$ cat src/rtl/mwrf_pkg.sv
// ----------------------------------------------------------------------------
// mwrf_pkg
// Shared types and constants of the maximal white rectangle finder.
// ----------------------------------------------------------------------------
`timescale 1ns / 1ps

package mwrf_pkg;

    // Column run heights saturate at the all-ones value.
    localparam int HGT_W = 11;
    localparam logic [HGT_W-1:0] HGT_MAX = '1;

    // Configuration register widths.
    localparam int FW_W    = 7;
    localparam int FH_W    = 11;
    localparam int MA_W    = 17;
    localparam int CFG_I_W = 2;
    localparam int CFG_D_W = 17;

    // Configuration register indexes.
    localparam logic [CFG_I_W-1:0] CFG_FRAME_WIDTH  = 2'd0;
    localparam logic [CFG_I_W-1:0] CFG_FRAME_HEIGHT = 2'd1;
    localparam logic [CFG_I_W-1:0] CFG_MIN_AREA     = 2'd2;

    // Reset values of the configuration registers.
    localparam logic [FW_W-1:0] FW_RST = 7'd64;
    localparam logic [FH_W-1:0] FH_RST = 11'd1024;
    localparam logic [MA_W-1:0] MA_RST = 17'd1;

    // Result field widths.
    localparam int RX_W = 6;
    localparam int RY_W = 10;
    localparam int RW_W = 7;

    // Area of a rectangle: width times height.
    localparam int AREA_W = RW_W + HGT_W;

    typedef struct packed {
        logic [RX_W-1:0]  x;
        logic [RY_W-1:0]  y;
        logic [RW_W-1:0]  w;
        logic [HGT_W-1:0] h;
    } t_rect;

endpackage

$ cat src/rtl/mwrf_height_ram.sv
// ----------------------------------------------------------------------------
// mwrf_height_ram
// Column run height memory with one valid bit per column for fast clearing.
// ----------------------------------------------------------------------------
`timescale 1ns / 1ps

module mwrf_height_ram #(
    parameter int MAX_COLS = 64
) (
    input  logic                              i_clk,
    input  logic                              i_rst_n,
    input  logic [$clog2(MAX_COLS)-1:0]       i_addr,
    input  logic                              i_wr_en,
    input  logic [mwrf_pkg::HGT_W-1:0]        i_wr_data,
    input  logic                              i_clr,
    output logic [mwrf_pkg::HGT_W-1:0]        o_rd_data
);
    import mwrf_pkg::*;

    logic [HGT_W-1:0]    r_mem [MAX_COLS];
    logic [MAX_COLS-1:0] r_vld;
    logic [HGT_W-1:0]    r_rd;
    logic                r_rd_vld;

    always_ff @(posedge i_clk) begin
        if (i_wr_en) begin
            r_mem[i_addr] <= i_wr_data;
        end
        r_rd <= r_mem[i_addr];
    end

    // A column that was never written since the last frame end reads as zero.
    always_ff @(posedge i_clk) begin
        if (!i_rst_n) begin
            r_vld    <= '0;
            r_rd_vld <= 1'b0;
        end else begin
            r_rd_vld <= r_vld[i_addr];
            if (i_clr) begin
                r_vld <= '0;
            end else if (i_wr_en) begin
                r_vld[i_addr] <= 1'b1;
            end
        end
    end

    assign o_rd_data = r_rd_vld ? r_rd : '0;

endmodule

$ cat src/rtl/mwrf_stack_ram.sv
// ----------------------------------------------------------------------------
// mwrf_stack_ram
// Run stack memory holding start column and height of each open run.
// ----------------------------------------------------------------------------
`timescale 1ns / 1ps

module mwrf_stack_ram #(
    parameter int MAX_COLS = 64
) (
    input  logic                                           i_clk,
    input  logic                                           i_wr_en,
    input  logic [$clog2(MAX_COLS)-1:0]                    i_wr_addr,
    input  logic [$clog2(MAX_COLS)+mwrf_pkg::HGT_W-1:0]    i_wr_data,
    input  logic [$clog2(MAX_COLS)-1:0]                    i_rd_addr,
    output logic [$clog2(MAX_COLS)+mwrf_pkg::HGT_W-1:0]    o_rd_data
);
    import mwrf_pkg::*;

    localparam int CW = $clog2(MAX_COLS);
    localparam int EW = CW + HGT_W;

    logic [EW-1:0] r_mem [MAX_COLS];
    logic [EW-1:0] r_rd;

    // A push and a read of the same entry in one cycle forward the new entry.
    always_ff @(posedge i_clk) begin
        if (i_wr_en) begin
            r_mem[i_wr_addr] <= i_wr_data;
        end
        if (i_wr_en && (i_wr_addr == i_rd_addr)) begin
            r_rd <= i_wr_data;
        end else begin
            r_rd <= r_mem[i_rd_addr];
        end
    end

    assign o_rd_data = r_rd;

endmodule

$ cat src/rtl/maximal_white_rectangle_finder_unit.sv
// ----------------------------------------------------------------------------
// maximal_white_rectangle_finder_unit
// Takes a binary image in raster order, one pixel per request, keeps the run
// height of set pixels per column in a memory and runs a monotone stack per
// row in a second memory. Every popped run whose area reaches the minimum area
// is sent out as a rectangle; the last rectangle caused by a pixel carries
// last_of_run. A pixel goes through the height update, the pops and the push
// before its finish step; the last pixel of a row then also pops every entry
// above a zero-height sentinel. The pop rate is set by the single read port
// of the stack memory, which delivers one new top entry per cycle unless a
// new rectangle waits on a stalled output. The output register lets the next
// pixel be taken while a rectangle still waits to be taken.
// ----------------------------------------------------------------------------
`timescale 1ns / 1ps

module maximal_white_rectangle_finder_unit #(
    parameter int MAX_COLS = 64,
    parameter int MAX_ROWS = 1024
) (
    input  logic                            i_clk,
    input  logic                            i_rst_n,
    input  logic                            i_valid,
    output logic                            o_stall,
    input  logic                            i_pixel_set,
    output logic                            o_valid,
    input  logic                            i_stall,
    output logic [mwrf_pkg::RX_W-1:0]       o_rect_x,
    output logic [mwrf_pkg::RY_W-1:0]       o_rect_y,
    output logic [mwrf_pkg::RW_W-1:0]       o_rect_width,
    output logic [mwrf_pkg::HGT_W-1:0]      o_rect_height,
    output logic                            o_last_of_run,
    input  logic                            i_wr_en,
    input  logic [mwrf_pkg::CFG_I_W-1:0]    i_wr_idx,
    input  logic [mwrf_pkg::CFG_D_W-1:0]    i_wr_data
);
    import mwrf_pkg::*;

    localparam int CW   = $clog2(MAX_COLS);
    localparam int DW   = $clog2(MAX_COLS + 1);
    localparam int RW   = $clog2(MAX_ROWS);
    localparam int EW   = CW + HGT_W;
    localparam int EH_W = 17;

    localparam logic [DW-1:0]   DEPTH_MAX = DW'(MAX_COLS);
    localparam logic [FW_W-1:0] COLS_V    = FW_W'(MAX_COLS);
    localparam logic [EH_W-1:0] ROWS_V    = EH_W'(MAX_ROWS);

    localparam logic [1:0] ST_IDLE = 2'd0;
    localparam logic [1:0] ST_HGT  = 2'd1;
    localparam logic [1:0] ST_POP  = 2'd2;
    localparam logic [1:0] ST_FIN  = 2'd3;

    // Control registers.
    logic [1:0]      r_state,   n_state;
    logic [CW-1:0]   r_col,     n_col;
    logic [RW-1:0]   r_row,     n_row;
    logic [DW-1:0]   r_depth,   n_depth;
    logic            r_flush,   n_flush;
    logic            r_row_end, n_row_end;
    logic            r_pend_vld, n_pend_vld;
    logic            r_out_vld, n_out_vld;
    logic [FW_W-1:0] r_fw;
    logic [FH_W-1:0] r_fh;
    logic [MA_W-1:0] r_ma;

    // Payload registers.
    logic            r_pix,     n_pix;
    logic [HGT_W-1:0] r_cur,    n_cur;
    logic [CW-1:0]   r_start,   n_start;
    logic [DW-1:0]   r_colref,  n_colref;
    t_rect           r_pend,    n_pend;
    t_rect           r_out,     n_out;
    logic            r_out_last, n_out_last;

    // Memory interfaces.
    logic [HGT_W-1:0] hgt_rd;
    logic [HGT_W-1:0] hgt_new;
    logic             hgt_wr_en;
    logic             hgt_clr;
    logic             stk_wr_en;
    logic [CW-1:0]    stk_rd_addr;
    logic [EW-1:0]    stk_rd;

    // Datapath.
    logic [FW_W-1:0]  ew;
    logic [EH_W-1:0]  eh;
    logic [CW-1:0]    top_start;
    logic [HGT_W-1:0] top_h;
    logic [RW_W-1:0]  width_c;
    logic [AREA_W-1:0] area;
    logic             pop_hit;
    logic             qual;
    logic             out_free;
    t_rect            cand;

    mwrf_height_ram #(
        .MAX_COLS (MAX_COLS)
    ) u_height_ram (
        .i_clk     (i_clk),
        .i_rst_n   (i_rst_n),
        .i_addr    (r_col),
        .i_wr_en   (hgt_wr_en),
        .i_wr_data (hgt_new),
        .i_clr     (hgt_clr),
        .o_rd_data (hgt_rd)
    );

    mwrf_stack_ram #(
        .MAX_COLS (MAX_COLS)
    ) u_stack_ram (
        .i_clk     (i_clk),
        .i_wr_en   (stk_wr_en),
        .i_wr_addr (CW'(r_depth)),
        .i_wr_data ({r_start, r_cur}),
        .i_rd_addr (stk_rd_addr),
        .o_rd_data (stk_rd)
    );

    // Effective frame size, clamped to the supported range.
    always_comb begin
        if (r_fw == '0) begin
            ew = FW_W'(1);
        end else if (r_fw > COLS_V) begin
            ew = COLS_V;
        end else begin
            ew = r_fw;
        end
        if (r_fh == '0) begin
            eh = EH_W'(1);
        end else if (EH_W'(r_fh) > ROWS_V) begin
            eh = ROWS_V;
        end else begin
            eh = EH_W'(r_fh);
        end
    end

    assign hgt_new   = !r_pix ? '0 : ((hgt_rd == HGT_MAX) ? HGT_MAX : hgt_rd + 1'b1);
    assign top_start = stk_rd[EW-1:HGT_W];
    assign top_h     = stk_rd[HGT_W-1:0];
    assign width_c   = RW_W'(r_colref - DW'(top_start));
    assign area      = AREA_W'(width_c) * AREA_W'(top_h);
    assign pop_hit   = (r_depth != '0) && (top_h > r_cur);
    assign qual      = area >= AREA_W'(r_ma);
    assign out_free  = !r_out_vld || !i_stall;

    always_comb begin
        cand.x = RX_W'(top_start);
        cand.y = RY_W'(r_row) + RY_W'(1) - top_h[RY_W-1:0];
        cand.w = width_c;
        cand.h = top_h;
    end

    // The stack memory always reads the entry that will be on top next cycle.
    assign stk_rd_addr = CW'(n_depth - DW'(1));

    always_comb begin
        n_state    = r_state;
        n_col      = r_col;
        n_row      = r_row;
        n_depth    = r_depth;
        n_flush    = r_flush;
        n_row_end  = r_row_end;
        n_pend_vld = r_pend_vld;
        n_out_vld  = r_out_vld;
        n_pix      = r_pix;
        n_cur      = r_cur;
        n_start    = r_start;
        n_colref   = r_colref;
        n_pend     = r_pend;
        n_out      = r_out;
        n_out_last = r_out_last;
        hgt_wr_en  = 1'b0;
        hgt_clr    = 1'b0;
        stk_wr_en  = 1'b0;

        if (r_out_vld && !i_stall) begin
            n_out_vld = 1'b0;
        end

        unique case (r_state)
            ST_IDLE: begin
                if (i_valid) begin
                    n_pix   = i_pixel_set;
                    n_state = ST_HGT;
                end
            end
            ST_HGT: begin
                hgt_wr_en = 1'b1;
                n_cur     = hgt_new;
                n_start   = r_col;
                n_colref  = DW'(r_col);
                n_flush   = 1'b0;
                n_row_end = (8'(r_col) + 8'd1) >= 8'(ew);
                n_state   = ST_POP;
            end
            ST_POP: begin
                if (pop_hit) begin
                    // A new rectangle needs the pending one moved out first.
                    if (!(qual && r_pend_vld && !out_free)) begin
                        n_depth = r_depth - DW'(1);
                        n_start = top_start;
                        if (qual) begin
                            if (r_pend_vld) begin
                                n_out_vld  = 1'b1;
                                n_out      = r_pend;
                                n_out_last = 1'b0;
                            end
                            n_pend_vld = 1'b1;
                            n_pend     = cand;
                        end
                    end
                end else if (r_flush) begin
                    n_depth = '0;
                    n_state = ST_FIN;
                end else begin
                    if (r_depth < DEPTH_MAX) begin
                        stk_wr_en = 1'b1;
                        n_depth   = r_depth + DW'(1);
                    end
                    if (r_row_end) begin
                        // Zero-height sentinel just past the last column.
                        n_flush  = 1'b1;
                        n_cur    = '0;
                        n_colref = DW'(r_col) + DW'(1);
                    end else begin
                        n_state = ST_FIN;
                    end
                end
            end
            ST_FIN: begin
                if (!r_pend_vld || out_free) begin
                    if (r_pend_vld) begin
                        n_out_vld  = 1'b1;
                        n_out      = r_pend;
                        n_out_last = 1'b1;
                        n_pend_vld = 1'b0;
                    end
                    if (r_row_end) begin
                        n_col = '0;
                        if ((EH_W'(r_row) + EH_W'(1)) >= eh) begin
                            n_row   = '0;
                            hgt_clr = 1'b1;
                        end else begin
                            n_row = r_row + RW'(1);
                        end
                    end else begin
                        n_col = r_col + CW'(1);
                    end
                    n_state = ST_IDLE;
                end
            end
            default: begin
                n_state = ST_IDLE;
            end
        endcase
    end

    always_ff @(posedge i_clk) begin
        if (!i_rst_n) begin
            r_state    <= ST_IDLE;
            r_col      <= '0;
            r_row      <= '0;
            r_depth    <= '0;
            r_flush    <= 1'b0;
            r_row_end  <= 1'b0;
            r_pend_vld <= 1'b0;
            r_out_vld  <= 1'b0;
            r_fw       <= FW_RST;
            r_fh       <= FH_RST;
            r_ma       <= MA_RST;
        end else begin
            r_state    <= n_state;
            r_col      <= n_col;
            r_row      <= n_row;
            r_depth    <= n_depth;
            r_flush    <= n_flush;
            r_row_end  <= n_row_end;
            r_pend_vld <= n_pend_vld;
            r_out_vld  <= n_out_vld;
            if (i_wr_en) begin
                unique case (i_wr_idx)
                    CFG_FRAME_WIDTH:  r_fw <= i_wr_data[FW_W-1:0];
                    CFG_FRAME_HEIGHT: r_fh <= i_wr_data[FH_W-1:0];
                    CFG_MIN_AREA:     r_ma <= i_wr_data[MA_W-1:0];
                    default: begin
                    end
                endcase
            end
        end
    end

    always_ff @(posedge i_clk) begin
        r_pix      <= n_pix;
        r_cur      <= n_cur;
        r_start    <= n_start;
        r_colref   <= n_colref;
        r_pend     <= n_pend;
        r_out      <= n_out;
        r_out_last <= n_out_last;
    end

    assign o_stall       = (r_state != ST_IDLE);
    assign o_valid       = r_out_vld;
    assign o_rect_x      = r_out.x;
    assign o_rect_y      = r_out.y;
    assign o_rect_width  = r_out.w;
    assign o_rect_height = r_out.h;
    assign o_last_of_run = r_out_last;

    // The stack never holds more runs than there are columns.
    a_depth_bound: assert property (@(posedge i_clk) disable iff (!i_rst_n)
        r_depth <= DEPTH_MAX)
        else $error("run stack depth exceeds column count");

    // The column counter stays inside the height memory.
    a_col_bound: assert property (@(posedge i_clk) disable iff (!i_rst_n)
        DW'(r_col) < DEPTH_MAX)
        else $error("column counter out of range");

    // No rectangle is left pending once a pixel is finished.
    a_pend_idle: assert property (@(posedge i_clk) disable iff (!i_rst_n)
        (r_state == ST_IDLE) |-> !r_pend_vld)
        else $error("pending rectangle left behind at idle");

    // The stack is empty after the end of a row.
    a_row_flush: assert property (@(posedge i_clk) disable iff (!i_rst_n)
        (r_state == ST_FIN && r_row_end && !r_pend_vld) |=> (r_depth == '0))
        else $error("run stack not empty after row end");

endmodule

$ cat config.mk
export PLATFORM = sky130hd
export DESIGN_NAME = maximal_white_rectangle_finder_unit
export DESIGN_NICKNAME = d
export VERILOG_FILES = /design/src/rtl/mwrf_pkg.sv /design/src/rtl/mwrf_height_ram.sv /design/src/rtl/mwrf_stack_ram.sv /design/src/rtl/maximal_white_rectangle_finder_unit.sv
export SDC_FILE = /design/constraint.sdc
export NUM_CORES = 2
export LEC_CHECK = 0
export CORE_MARGIN = 2
export CORE_UTILIZATION = 45
export DETAILED_ROUTE_END_ITERATION = 10
export DONT_BUFFER_PORTS = 1
export PLACE_DENSITY_LB_ADDON = 0.3
export SETUP_SLACK_MARGIN = 0.15
export SKIP_LAST_GASP = 1
export SLEW_MARGIN = 10
export SYNTH_ARGS = -nofsm -noshare
export SYNTH_HDL_FRONTEND = slang
export SYNTH_SLANG_ARGS = --single-unit
export TNS_END_PERCENT = 10
$ cat constraint.sdc
create_clock -name i_clk -period 10.9 [get_ports i_clk]
set_input_delay 0 -clock i_clk [delete_from_list [all_inputs] [get_ports i_clk]]
set_output_delay 0 -clock i_clk [all_outputs]
set_load 0.01 [all_outputs]
==> key figures <==
Critical path
  – CP bufs+invs: 7
  – Critical Path Slowest Stage Cell: o21a_2
  – Critical Path AT: between 10 and 15 ns
  – Delay of the slowest critical-path stage: 0.70 ns
  – Top delay family on crit path: compound AO/OA/AOI/OAI gates
  – Crit start category: flip-flop
  – CP Data Required Time: 11.32 ns
  – Crit. End Element: flip-flop
  – Type of the worst setup path: reg2reg
  – Crit Path Max Fanout: 34

GRT
  – Vias in the first global route: roughly 42000
  – Initial antenna violation count: 7
  – Global-route wire length before repair: 291000 um
  – Largest net degree at the start of global routing: 86
  – GRT overflow: 0
  – All-Layer GR Usage: 22.0%

Synthesis
  – Yosys reg bits: roughly 2000
  – Mean Syn Cell Area: between 15 and 20 um^2
  – Commonest cells post-synth: 1886 x edfxtp_1, 351 x mux4_2, 235 x a22oi_1
  – Synthesis Warnings: 0
  – Area leader, netlist: edfxtp_1
  – Synth unique cells: 73
  – Mapped Area: between 80000 and 90000 um^2
  – Syn_nets: approximately 4500
  – EDFF count, synth: roughly 1900
  – Yosys top cell area share: a little over 70%
  – Sequential share of the synthesized area: between 70 and 80%
  – Post-synth ARST share: 0%
  – Post-Synthesis Cells: 4359
  – Synth area leaders: edfxtp_1 70%, mux4_2 9.8%, dfxtp_1 3.6%, a22oi_1 2.2%, ha_1 1.7%
  – Ys flop type: edfxtp_1
  – Top-count cell post-synth: edfxtp_1

Cells and area
  – Share of cells above drive strength 1: between 20% and 30%
  – Nets@finish: slightly below 5000
  – Area growth, synth to finish: 14.2%

Routing
  – Final wirelength: around 200000 um
  – Post-route DRC: 0
  – Routed Antenna Nets: 0
  – Detailed Routing Iterations Pass 1: 6
  – Vias per cell: 5.97
  – Avg WL per Cell: around 28 um
  – Starting DRT DRC Count: between 5000 and 6000
  – Routed vias: between 40000 and 50000

CTS
  – Clock H-tree levels: 4
  – Clk buf depth: 3
  – CTS Buf Count: about 200
  – Clock Root Buffer: clkbuf_16
  – CTS tree: yes
  – Worst-skew pair later-pin latency: 0.85 ns
  – Clock slew at reported path FFs: 0.06 ns
  – # clock sinks: 2032

Floorplanning
  – DIE AREA: 182000 um^2
  – Vert. Die Dim: between 400 and 500 um
  – I/O pin cnt: 62
  – Die Wd: 427 um
  – Core area: approximately 180000 um^2
  – Effective utilization at floorplan: between 40% and 50%
  – Num rows: around 160

STA
  – Final setup viols: 0
  – Least-Margin Pin Slew: ~1.2 ns
  – Post-layout min period: 10.18 ns
  – RSZ-0062 raised after global routing: no
  – Pins over their slew limit: 0
  – Final Hold Fails: 0
  – Fin crit share: 93.4%
  – Max_slew headroom: about a fifth
  – Clock Skews: around 0.070 ns
  – Max Freq: 98.2 MHz
  – Fin Setup TNS: 0 ns

Run status
  – Status: completed

Place
  – IO buf count: 0
  – Final GP Congestion: roughly 0.8
  – DPL Wire Length: between 100000 and 150000 um

Worst hold path
  – Min-delay worst type: in2reg

Flow run
  – Max Cap Viol: 0
[state kept, by name, summed over array words and instances (netlist names), 7 cells and up, named ones only]
name                flops
r_fh                   11
u_stack_ram.r_mem    1088
u_height_ram.r_rd      11
r_depth                 7
r_ma                   17
r_row                  10
u_height_ram.r_vld     64
r_colref                7
o_rect_width            7
r_cur                  11
r_pend                 34
o_rect_y               10
u_height_ram.r_mem    704
r_fw                    7
o_rect_height          11
[tightest hold or removal path, cell delays in order]
cell           delay [ns]
dlygate4sd3_1        0.64
nand2_1              0.09
a21boi_0             0.07
[area by class of cell]
cell class              instances  area, um^2
clock buffers                 248        5190
repair buffers                302        2660
fillers                     14000       86000
inverters                     146         548
multi-input cells            1951       19600
clock inverters               123        1240
flip-flops and latches       2032       59600
well taps                    2355        2950
diodes                          3        7.51
[worst paths after layout]
path	startpoint	endpoint	slack [ns]	cells after the start
worst max register to register	flip-flop	o_rect_x[4]	0.72	39
worst min-delay path	i_wr_data[4]	r_ma[4]	0.06	3
worst max-delay path	flip-flop	o_rect_x[4]	0.72	39
worst min register to register	r_pend[27]	o_rect_y[9]	0.42	0
[through the flow]
step / utilization, % / std cells / hold WS, ns / worst slack [ns] / cell area (um^2)
after global routing: 51.6 / 7157 / 0.0457 / 0.148 / 91800
after floorplan: - / 4359 / 0.0989 / 0.514 / 80400
after detailed placement: 47.5 / 6710 / 0.0861 / 0.251 / 84500
final: 51.6 / 7160 / 0.0649 / 0.722 / 91800
after global placement: 47.5 / 6710 / 0.0841 / 0.308 / 84500
after CTS: 51.5 / 7147 / 0.00199 / 0.213 / 91600
[cells by family (layout without fill, tap and decap cells)]
group,after synthesis,after routing,synth area share [%]
AO/OA/AOI/OAI,751,751,6.96
XOR/XNOR,53,53,0.578
adder cells (fa/ha/maj),155,155,2.84
buffers and inverters,376,819,1.83
flip-flops,2032,2032,74.1
multiplexers,375,375,10.2
other,0,3,0
AND/OR/NAND/NOR,617,617,3.51
[timing repair]
action,4_1_cts,5_1_grt
hold buffers,66,0
hold endpoints to repair,134,0
resized for setup,0,11
setup buffers,0,7
setup endpoints to repair,0,90
[placed cells by master (no fill, tap or decap), types with 109 or more instances in the layout]
cell type	instances
a22oi_1	235
buf_4	221
clkbuf_16	202
dfxtp_1	142
edfxtp_1	1886
ha_1	109
inv_1	144
mux4_2	351
nand2_1	183
nor2_1	168
[routing by layer]
layer / share of wire, % / track usage [%]
met2: 48 / 34.5
met5: 0.0064 / 0
met3: 8.5 / 4.44
met4: 2.9 / 7.07
met1: 41 / 31.0
Power is not shown: default switching activity piles up to over one toggle a cycle in this logic, so the estimate is an artifact.
